## config.mk

```make
export PLATFORM = sky130hd
export DESIGN_NAME = sequential_list_engine_unit
export DESIGN_NICKNAME = d
export VERILOG_FILES = /design/src/sle_pkg.sv /design/src/sequential_list_engine_unit.sv /design/src/sle_controller.sv /design/src/sle_datapath.sv
export SDC_FILE = /design/constraint.sdc
export NUM_CORES = 2
export LEC_CHECK = 0
export BUFFER_PORTS_ARGS = -buffer_cell sky130_fd_sc_hd__buf_2
export CAP_MARGIN = 20
export CORE_AREA = 2 2 313 315
export DETAILED_ROUTE_END_ITERATION = 10
export DIE_AREA = 0 0 315 317
export GPL_TIMING_DRIVEN = 0
export PLACE_DENSITY_LB_ADDON = 0.08
export REMOVE_ABC_BUFFERS = 1
export SETUP_SLACK_MARGIN = 0.05
export SYNTH_ARGS = -nofsm -noshare
export SYNTH_HDL_FRONTEND = slang
export SYNTH_SLANG_ARGS = --single-unit
```

## constraint.sdc

```tcl
create_clock -name clk -period 8.5 [get_ports clk]
set_clock_uncertainty 0.15 [all_clocks]
set_input_delay 0.425 -clock clk [delete_from_list [all_inputs] [get_ports clk]]
set_output_delay 0.425 -clock clk [all_outputs]
set_load 0.1 [all_outputs]
```

## src/sle_pkg.sv

```systemverilog
// Types, codes and defaults shared by the list engine modules.
package sle_pkg;

  localparam int CAPACITY_DEF   = 32;
  localparam int VALUE_BITS_DEF = 32;

  localparam int REQ_W  = 3;
  localparam int POS_W  = 6;
  localparam int DATA_W = 32;
  localparam int ST_W   = 2;
  localparam int LEN_W  = 6;

  // Request codes; the two codes above clear are accepted and ignored.
  localparam logic [REQ_W-1:0] REQ_INSERT = 3'd0;
  localparam logic [REQ_W-1:0] REQ_DELETE = 3'd1;
  localparam logic [REQ_W-1:0] REQ_GET    = 3'd2;
  localparam logic [REQ_W-1:0] REQ_LOCATE = 3'd3;
  localparam logic [REQ_W-1:0] REQ_REMOVE = 3'd4;
  localparam logic [REQ_W-1:0] REQ_CLEAR  = 3'd5;

  localparam logic [ST_W-1:0] ST_OK    = 2'd0;
  localparam logic [ST_W-1:0] ST_RANGE = 2'd1;
  localparam logic [ST_W-1:0] ST_FULL  = 2'd2;

  typedef struct packed {
    logic [REQ_W-1:0]         req_type;
    logic [POS_W-1:0]         position;
    logic signed [DATA_W-1:0] item_value;
  } sle_req_t;

  typedef struct packed {
    logic [ST_W-1:0]          status;
    logic signed [DATA_W-1:0] read_value;
    logic [POS_W-1:0]         found_position;
    logic [LEN_W-1:0]         list_length;
  } sle_rsp_t;

  // Controller to datapath, one strobe per kind of work.
  typedef struct packed {
    logic load;      // capture the request
    logic check;     // validate, set up the scan
    logic rd;        // issue one store read
    logic eval;      // act on the read data
    logic finish;    // final write and length update
    logic publish;   // load the result register
  } sle_cmd_t;

  // Datapath to controller.
  typedef struct packed {
    logic bad;       // request rejected
    logic more;      // another entry to visit
  } sle_stat_t;

endpackage

```

## src/sequential_list_engine_unit.sv

```systemverilog
// Top level of the list engine: ordered list of signed words in a one-port store.
//
// The engine keeps an ordered list of up to CAPACITY signed words and a length
// count, and serves one request at a time: insert at a 1-based position,
// delete at a position (returning the removed word), get, locate the first
// match, remove every equal word, or clear. Each request gives exactly one
// response carrying status, the word read, the found position and the new
// list length. A rejected request (bad position, or insert into a full list)
// leaves the list untouched. Request codes six and seven are accepted and
// answered with status ok and the current length. The words sit in a single
// store with one write and one registered read port, so every entry that an
// operation moves or inspects is first read, then acted on once the data is
// back. The entries visited are count-pos+1 for insert, count-pos+1 for
// delete, one for get, up to the first match for locate, count for remove
// and none for clear; a rejected request visits none. The next request is
// taken in the cycle after the response is loaded, and that does not wait for
// the previous response to be collected: the response register holds it
// while the following request is already at work. Store contents are
// undefined after reset; only the length is cleared, and only entries below
// the length are ever read.
module sequential_list_engine_unit #(
  parameter int CAPACITY   = sle_pkg::CAPACITY_DEF,
  parameter int VALUE_BITS = sle_pkg::VALUE_BITS_DEF
) (
  input  logic              clk,
  input  logic              rst,
  input  logic              req_valid,
  output logic              req_ready,
  input  sle_pkg::sle_req_t req,
  output logic              rsp_valid,
  input  logic              rsp_ready,
  output sle_pkg::sle_rsp_t rsp
);
  import sle_pkg::*;

  // Strobes from the controller and scan status back from the datapath.
  sle_cmd_t  cmd;
  sle_stat_t stat;

  // Sequence each request: accept, check, scan the store, publish.
  sle_controller u_ctrl (
    .clk       (clk),
    .rst       (rst),
    .req_valid (req_valid),
    .req_ready (req_ready),
    .rsp_valid (rsp_valid),
    .rsp_ready (rsp_ready),
    .stat      (stat),
    .cmd       (cmd)
  );

  // Hold the store, the length and the response register.
  sle_datapath #(
    .CAPACITY   (CAPACITY),
    .VALUE_BITS (VALUE_BITS)
  ) u_dp (
    .clk  (clk),
    .rst  (rst),
    .req  (req),
    .cmd  (cmd),
    .stat (stat),
    .rsp  (rsp)
  );

endmodule

```

## src/sle_controller.sv

```systemverilog
// Controller state machine of the list engine: sequencing and handshakes.
module sle_controller (
  input  logic              clk,
  input  logic              rst,
  input  logic              req_valid,
  output logic              req_ready,
  output logic              rsp_valid,
  input  logic              rsp_ready,
  input  sle_pkg::sle_stat_t stat,
  output sle_pkg::sle_cmd_t  cmd
);
  import sle_pkg::*;

  typedef enum logic [2:0] {
    S_IDLE,
    S_CHECK,
    S_LOOP,
    S_EVAL,
    S_PUB
  } state_t;

  state_t state;

  // Refuse requests while reset is held.
  assign req_ready = (state == S_IDLE) && !rst;

  always_comb begin
    cmd         = '0;
    cmd.load    = req_ready && req_valid;
    cmd.check   = (state == S_CHECK);
    cmd.rd      = (state == S_LOOP) && stat.more;
    cmd.finish  = (state == S_LOOP) && !stat.more;
    cmd.eval    = (state == S_EVAL);
    cmd.publish = (state == S_PUB) && (!rsp_valid || rsp_ready);
  end

  always_ff @(posedge clk) begin
    if (rst) begin
      state     <= S_IDLE;
      rsp_valid <= 1'b0;
    end else begin
      unique case (state)
        S_IDLE: begin
          if (req_valid) state <= S_CHECK;
        end
        S_CHECK: begin
          state <= stat.bad ? S_PUB : S_LOOP;
        end
        S_LOOP: begin
          state <= stat.more ? S_EVAL : S_PUB;
        end
        S_EVAL: begin
          state <= S_LOOP;
        end
        S_PUB: begin
          if (!rsp_valid || rsp_ready) state <= S_IDLE;
        end
        default: begin
          state <= S_IDLE;
        end
      endcase
      priority if (cmd.publish) begin
        rsp_valid <= 1'b1;
      end else if (rsp_ready) begin
        rsp_valid <= 1'b0;
      end
    end
  end

endmodule

```

## src/sle_datapath.sv

```systemverilog
// Datapath of the list engine: entry store, scan index and result register.
module sle_datapath #(
  parameter int CAPACITY   = sle_pkg::CAPACITY_DEF,
  parameter int VALUE_BITS = sle_pkg::VALUE_BITS_DEF
) (
  input  logic               clk,
  input  logic               rst,
  input  sle_pkg::sle_req_t  req,
  input  sle_pkg::sle_cmd_t  cmd,
  output sle_pkg::sle_stat_t stat,
  output sle_pkg::sle_rsp_t  rsp
);
  import sle_pkg::*;

  localparam int CNT_W = $clog2(CAPACITY + 1);
  localparam int AW    = $clog2(CAPACITY);
  localparam int CMP_W = ((CNT_W > POS_W) ? CNT_W : POS_W) + 1;
  localparam logic [CMP_W-1:0] CAP_E = CMP_W'(CAPACITY);

  logic [VALUE_BITS-1:0] mem [CAPACITY];

  logic [REQ_W-1:0]         op;
  logic [POS_W-1:0]         pos;
  logic [VALUE_BITS-1:0]    val;
  logic [CNT_W-1:0]         count;
  logic [CNT_W-1:0]         idx;
  logic [CNT_W-1:0]         wp;
  logic                     hit;
  logic [ST_W-1:0]          status_r;
  logic signed [DATA_W-1:0] rd_val;
  logic [POS_W-1:0]         found;
  logic [VALUE_BITS-1:0]    rdata;

  logic [CMP_W-1:0]      pos_e, cnt_e, idx_e, pos_m1;
  logic [CNT_W-1:0]      idx_m1;
  logic [ST_W-1:0]       status_chk;
  logic                  match, first;
  logic [AW-1:0]         rd_addr, wr_addr;
  logic                  wr_en;
  logic [VALUE_BITS-1:0] wr_data;
  logic [63:0]           in_wide;
  logic signed [63:0]    out_wide;

  assign pos_e  = CMP_W'(pos);
  assign cnt_e  = CMP_W'(count);
  assign idx_e  = CMP_W'(idx);
  assign pos_m1 = pos_e - CMP_W'(1);
  assign idx_m1 = idx - CNT_W'(1);
  assign match  = (rdata == val);
  assign first  = ((idx_e + CMP_W'(1)) == pos_e);

  // Sign-extend the request value, then cut to the stored width.
  assign in_wide  = 64'(signed'(req.item_value));
  assign out_wide = 64'(signed'(rdata));

  always_comb begin
    status_chk = ST_OK;
    unique case (op)
      REQ_INSERT: begin
        if (pos == '0 || pos_e > cnt_e + CMP_W'(1)) status_chk = ST_RANGE;
        else if (cnt_e >= CAP_E)                     status_chk = ST_FULL;
      end
      REQ_DELETE, REQ_GET: begin
        if (pos == '0 || pos_e > cnt_e) status_chk = ST_RANGE;
      end
      default: status_chk = ST_OK;
    endcase
  end

  always_comb begin
    stat.bad = (status_chk != ST_OK);
    unique case (op)
      REQ_INSERT: stat.more = (idx_e >= pos_e);
      REQ_DELETE: stat.more = (idx_e < cnt_e);
      REQ_GET:    stat.more = first;
      REQ_LOCATE: stat.more = (idx_e < cnt_e) && !hit;
      REQ_REMOVE: stat.more = (idx_e < cnt_e);
      default:    stat.more = 1'b0;
    endcase
  end

  // Insert walks downwards and reads the entry below the index.
  assign rd_addr = (op == REQ_INSERT) ? idx_m1[AW-1:0] : idx[AW-1:0];

  always_comb begin
    wr_en   = 1'b0;
    wr_addr = idx[AW-1:0];
    wr_data = rdata;
    if (cmd.eval) begin
      unique case (op)
        REQ_INSERT: begin
          wr_en = 1'b1;
        end
        REQ_DELETE: begin
          wr_en   = !first;
          wr_addr = idx_m1[AW-1:0];
        end
        REQ_REMOVE: begin
          wr_en   = !match;
          wr_addr = wp[AW-1:0];
        end
        default: wr_en = 1'b0;
      endcase
    end else if (cmd.finish && op == REQ_INSERT) begin
      wr_en   = 1'b1;
      wr_addr = pos_m1[AW-1:0];
      wr_data = val;
    end
  end

  always_ff @(posedge clk) begin
    if (wr_en) mem[wr_addr] <= wr_data;
    if (cmd.rd) rdata <= mem[rd_addr];
  end

  always_ff @(posedge clk) begin
    if (cmd.load) begin
      op  <= req.req_type;
      pos <= req.position;
      val <= in_wide[VALUE_BITS-1:0];
    end

    if (cmd.check) begin
      status_r <= status_chk;
      wp       <= '0;
      hit      <= 1'b0;
      rd_val   <= '0;
      found    <= '0;
      unique case (op)
        REQ_INSERT:          idx <= count;
        REQ_DELETE, REQ_GET: idx <= pos_m1[CNT_W-1:0];
        default:             idx <= '0;
      endcase
    end

    if (cmd.eval) begin
      unique case (op)
        REQ_INSERT: begin
          idx <= idx_m1;
        end
        REQ_DELETE, REQ_GET: begin
          if (first) rd_val <= out_wide[DATA_W-1:0];
          idx <= idx + CNT_W'(1);
        end
        REQ_LOCATE: begin
          if (match) begin
            hit   <= 1'b1;
            found <= idx_e[POS_W-1:0] + POS_W'(1);
          end
          idx <= idx + CNT_W'(1);
        end
        REQ_REMOVE: begin
          if (!match) wp <= wp + CNT_W'(1);
          idx <= idx + CNT_W'(1);
        end
        default: idx <= idx;
      endcase
    end

    if (cmd.publish) begin
      rsp.status         <= status_r;
      rsp.read_value     <= rd_val;
      rsp.found_position <= found;
      rsp.list_length    <= cnt_e[LEN_W-1:0];
    end

    if (rst) begin
      count <= '0;
    end else if (cmd.finish) begin
      unique case (op)
        REQ_INSERT: count <= count + CNT_W'(1);
        REQ_DELETE: count <= count - CNT_W'(1);
        REQ_REMOVE: count <= wp;
        REQ_CLEAR:  count <= '0;
        default:    count <= count;
      endcase
    end
  end

endmodule

```

==> results.md <==
- Delay of the slowest cell on the worst path: 1.06 ns
- Mapped Cells: 3498
- WS Path Type: reg2reg
- Crit end category: register
- Cell with the most instances after synthesis: edfxtp_1
- Initial antenna violation count: 2
- Max Cap Viol: 0
- Gr ovfl total: 0
- Share of post-route cells with drive strength above 1: 13.7%
- Nets: 3829
- RSZ-0062 raised after global routing: false
- Final Hold Vio Count: 0
- Yosys top cell by area: edfxtp_1
- Die Y: 317 microns
- Residual DRC: 0
- VDD IR max: 0.000197 V
- Leading cell types by count after synthesis: 1151 x edfxtp_1, 960 x nand2_1, 279 x nand3_1, 192 x clkbuf_1, 139 x mux2i_1
- Clock net sink count: 1206
- Number of buffers created by CTS: 120
- Synth top area cells: edfxtp_1 72%, nand2_1 7.5%, nand3_1 2.9%, mux2i_1 2.9%, a32oi_1 2.4%
- Post-synth EDFFs: 1151
- Avg WL per Cell: 28.0 microns
- GR Util All Layers: 28.7%
- Critical path's slowest cell: nor4_2
- Die Width: 315 microns
- Hold crit path type: in2reg
- DP Area: 52700 sq um
- I/O Pins: 93
- CTS tree: yes
- Seq cells post-synth: 1206
- Tcrit/Tclk final: 72.7%
- Number of global-route vias before repair: 30000
- Buf+Inv Stages, Crit Path: 4
- Via count: 31300
- Final setup viols: 0
- FMAX: 0.162 GHz
- Status: complete, no violations
- Clk pin slew, worst setup/hold paths: 0.06 ns
- Relative slew slack: 21.0%
- Final setup TNS: 0 ns
- Post-Layout Inst Area: 57000 sq um
- P_leak: 19.3 nW
- Vias per cell: 6.10
- Async set-reset flop share out of synthesis: 0%
- DRT Pass-1 Iters: 8
- Post_cts resized: 0
- First-pass GRT wire length: 205000 microns
- Synth cell types: 60
- Critical Path AT: 6.43 ns
- Root buf cell: clkbuf_16
- Longest Clk Path Bufs: 3
- Area growth from synthesis to final layout: 19.0%
- Inserted Diodes: 0
- Area fraction of the dominant cell type after synthesis: 72.2%
- Primary FF master, synth: edfxtp_1
- Initial Util: 49.7%
- Fin crit period: 6.18 ns
- Core Region: 96300 sq um
- Post-synthesis sequential area ratio: 74.5%
- Crit path max-delay family: simple AND/OR/NAND/NOR gates
- Post-Syn Area per Cell: 13.7 sq um
- CP Max Fanout: 20
- Post-synthesis cell area: 47800 sq um
- Slew Limit Fails: 0
- Crit path top cell by count: buf_4
- Sequence of cells on the critical path: inv_1 > ha_1 > nor2b_1 > o21ai_0 > a21o_2 > mux2i_1 > o31a_1 > nand2_1 > nor4_2 > buf_4 > buf_4 > buf_4
- Post-DP HPWL: 93600 microns
- Routed wire length: 144000 microns
- Die ar.: 99900 sq um
- Least-Margin Pin Slew: 1.18 ns
- Final antenna-violating net count: 0
- PwrDens: 218 nW/um^2
- Largest net degree at the start of global routing: 84
- Warnings from Yosys: 0
- Violation count after the first detailed-route iteration: 3849
- Placer Congestion: 0.838
- # rows: 114
- CP required: 8.75 ns
- Startpoint Class: register
- Port buffer count: 92
- CTS H-tree depth: 3
- Skew-Pair Late Insertion Delay: 0.72 ns
cell usage in the layout (no fill, tap or decap), types with 26 or more instances in the layout:
cell type      netlist  final
xnor2_1             57     57
clkbuf_16            0    120
nor4_1              40     36
edfxtp_1          1151   1151
a32oi_1            129    129
buf_12               0     34
o21ai_0             52     52
a31oi_1            130    130
buf_6                1     83
mux2i_1            139    139
clkbuf_1           192     27
clkinv_1             0     30
buf_2               16     92
nand3_1            279    279
nor2_1              37     26
nand2_1            960    960
buf_16               0     46
ha_1                34     34
dfxtp_1             55     55
dlygate4sd3_1        0     45
where the power goes:
group | leakage (nW) | total [mW] | switching, mW | internal (mW)
Combinational | 6.69 | 0.839 | 0.551 | 0.287
Sequential | 10.8 | 6.51 | 0.0311 | 6.47
Clock | 1.82 | 5.08 | 2.20 | 2.87
what timing repair did:
action	CTS	global route
hold buffers	45	0
setup buffers	0	0
endpoints found under the hold margin	49	0
cell type report:
type | count | area (sq um)
Fill cell | 7290 | 39300
Sequential cell | 1206 | 35700
Multi-Input combinational cell | 2052 | 11600
Timing Repair Buffer | 344 | 4270
Clock buffer | 149 | 3130
Tap cell | 1276 | 1600
Clock inverter | 72 | 621
Inverter | 25 | 98.8
sequential cells by signal (all words and copies together), names as in the netlist, 2 cells and up:
| signal | count |
|---|---|
| u_ctrl.state | 3 |
| u_dp.val | 32 |
| u_dp.count | 6 |
| u_dp.rd_val | 32 |
| u_dp.status_r | 2 |
| u_dp.found | 6 |
| u_dp.rdata | 32 |
| u_dp.op | 3 |
| u_dp.wp | 6 |
| u_dp.idx | 6 |
| u_dp.rsp | 46 |
| u_dp.mem | 1024 |
| u_dp.pos | 6 |
metrics by stage:
| stage | hold WS (ns) | setup WS, ns | utilization, % | cells | total power [mW] |
|---|---|---|---|---|---|
| floorplan | 0.250 | -17.08 | - | 3283 | 7.39 |
| global placement | 0.261 | -30.86 | 51.0 | 4651 | 7.85 |
| detailed placement | 0.262 | 2.50 | 54.8 | 4858 | 7.44 |
| CTS | 0.133 | 2.47 | 59.2 | 5124 | 12.5 |
| global route | 0.201 | 2.14 | 59.2 | 5124 | 12.8 |
| finish | 0.161 | 2.32 | 59.2 | 5124 | 12.4 |
per-layer routing:
metal  GRT usage (%)  vias up  share of wire (%)
li1                -    13600                  -
met1            39.6    15700                 41
met2            45.5     1600                 46
met3            4.83      356                8.7
met4            12.0        0                4.3
met5               0        -                  0
worst min-delay path: stages:
cell and delay (ns):
buf_2 0.08, nor2b_1 0.07, a32oi_1 0.20, o21a_1 0.13, a21oi_1 0.06
worst paths after layout:
path,end,slack [ns],start,depth (start not counted)
hold reg to reg,u_dp.rsp[45],0.27,u_dp.status_r[1],0
setup / recovery,u_dp.mem[14][23],2.32,u_dp.idx[0],12
setup reg to reg,u_dp.mem[14][23],2.32,u_dp.idx[0],12
hold / removal,u_ctrl.state[2],0.16,rsp_ready,5
cell families after synthesis:
family | after synthesis | share of synthesized area [%]
buffers and inverters | 240 | 1.95
DFF | 1206 | 74.5
AOI/OAI and AO/OA | 400 | 5.93
muxes | 139 | 2.91
and+or+nand+nor | 1414 | 12.6
xor gates and xnor gates | 64 | 1.17
adders and majority gates | 35 | 0.931
Note: power is estimated with default switching activity, not from simulation.
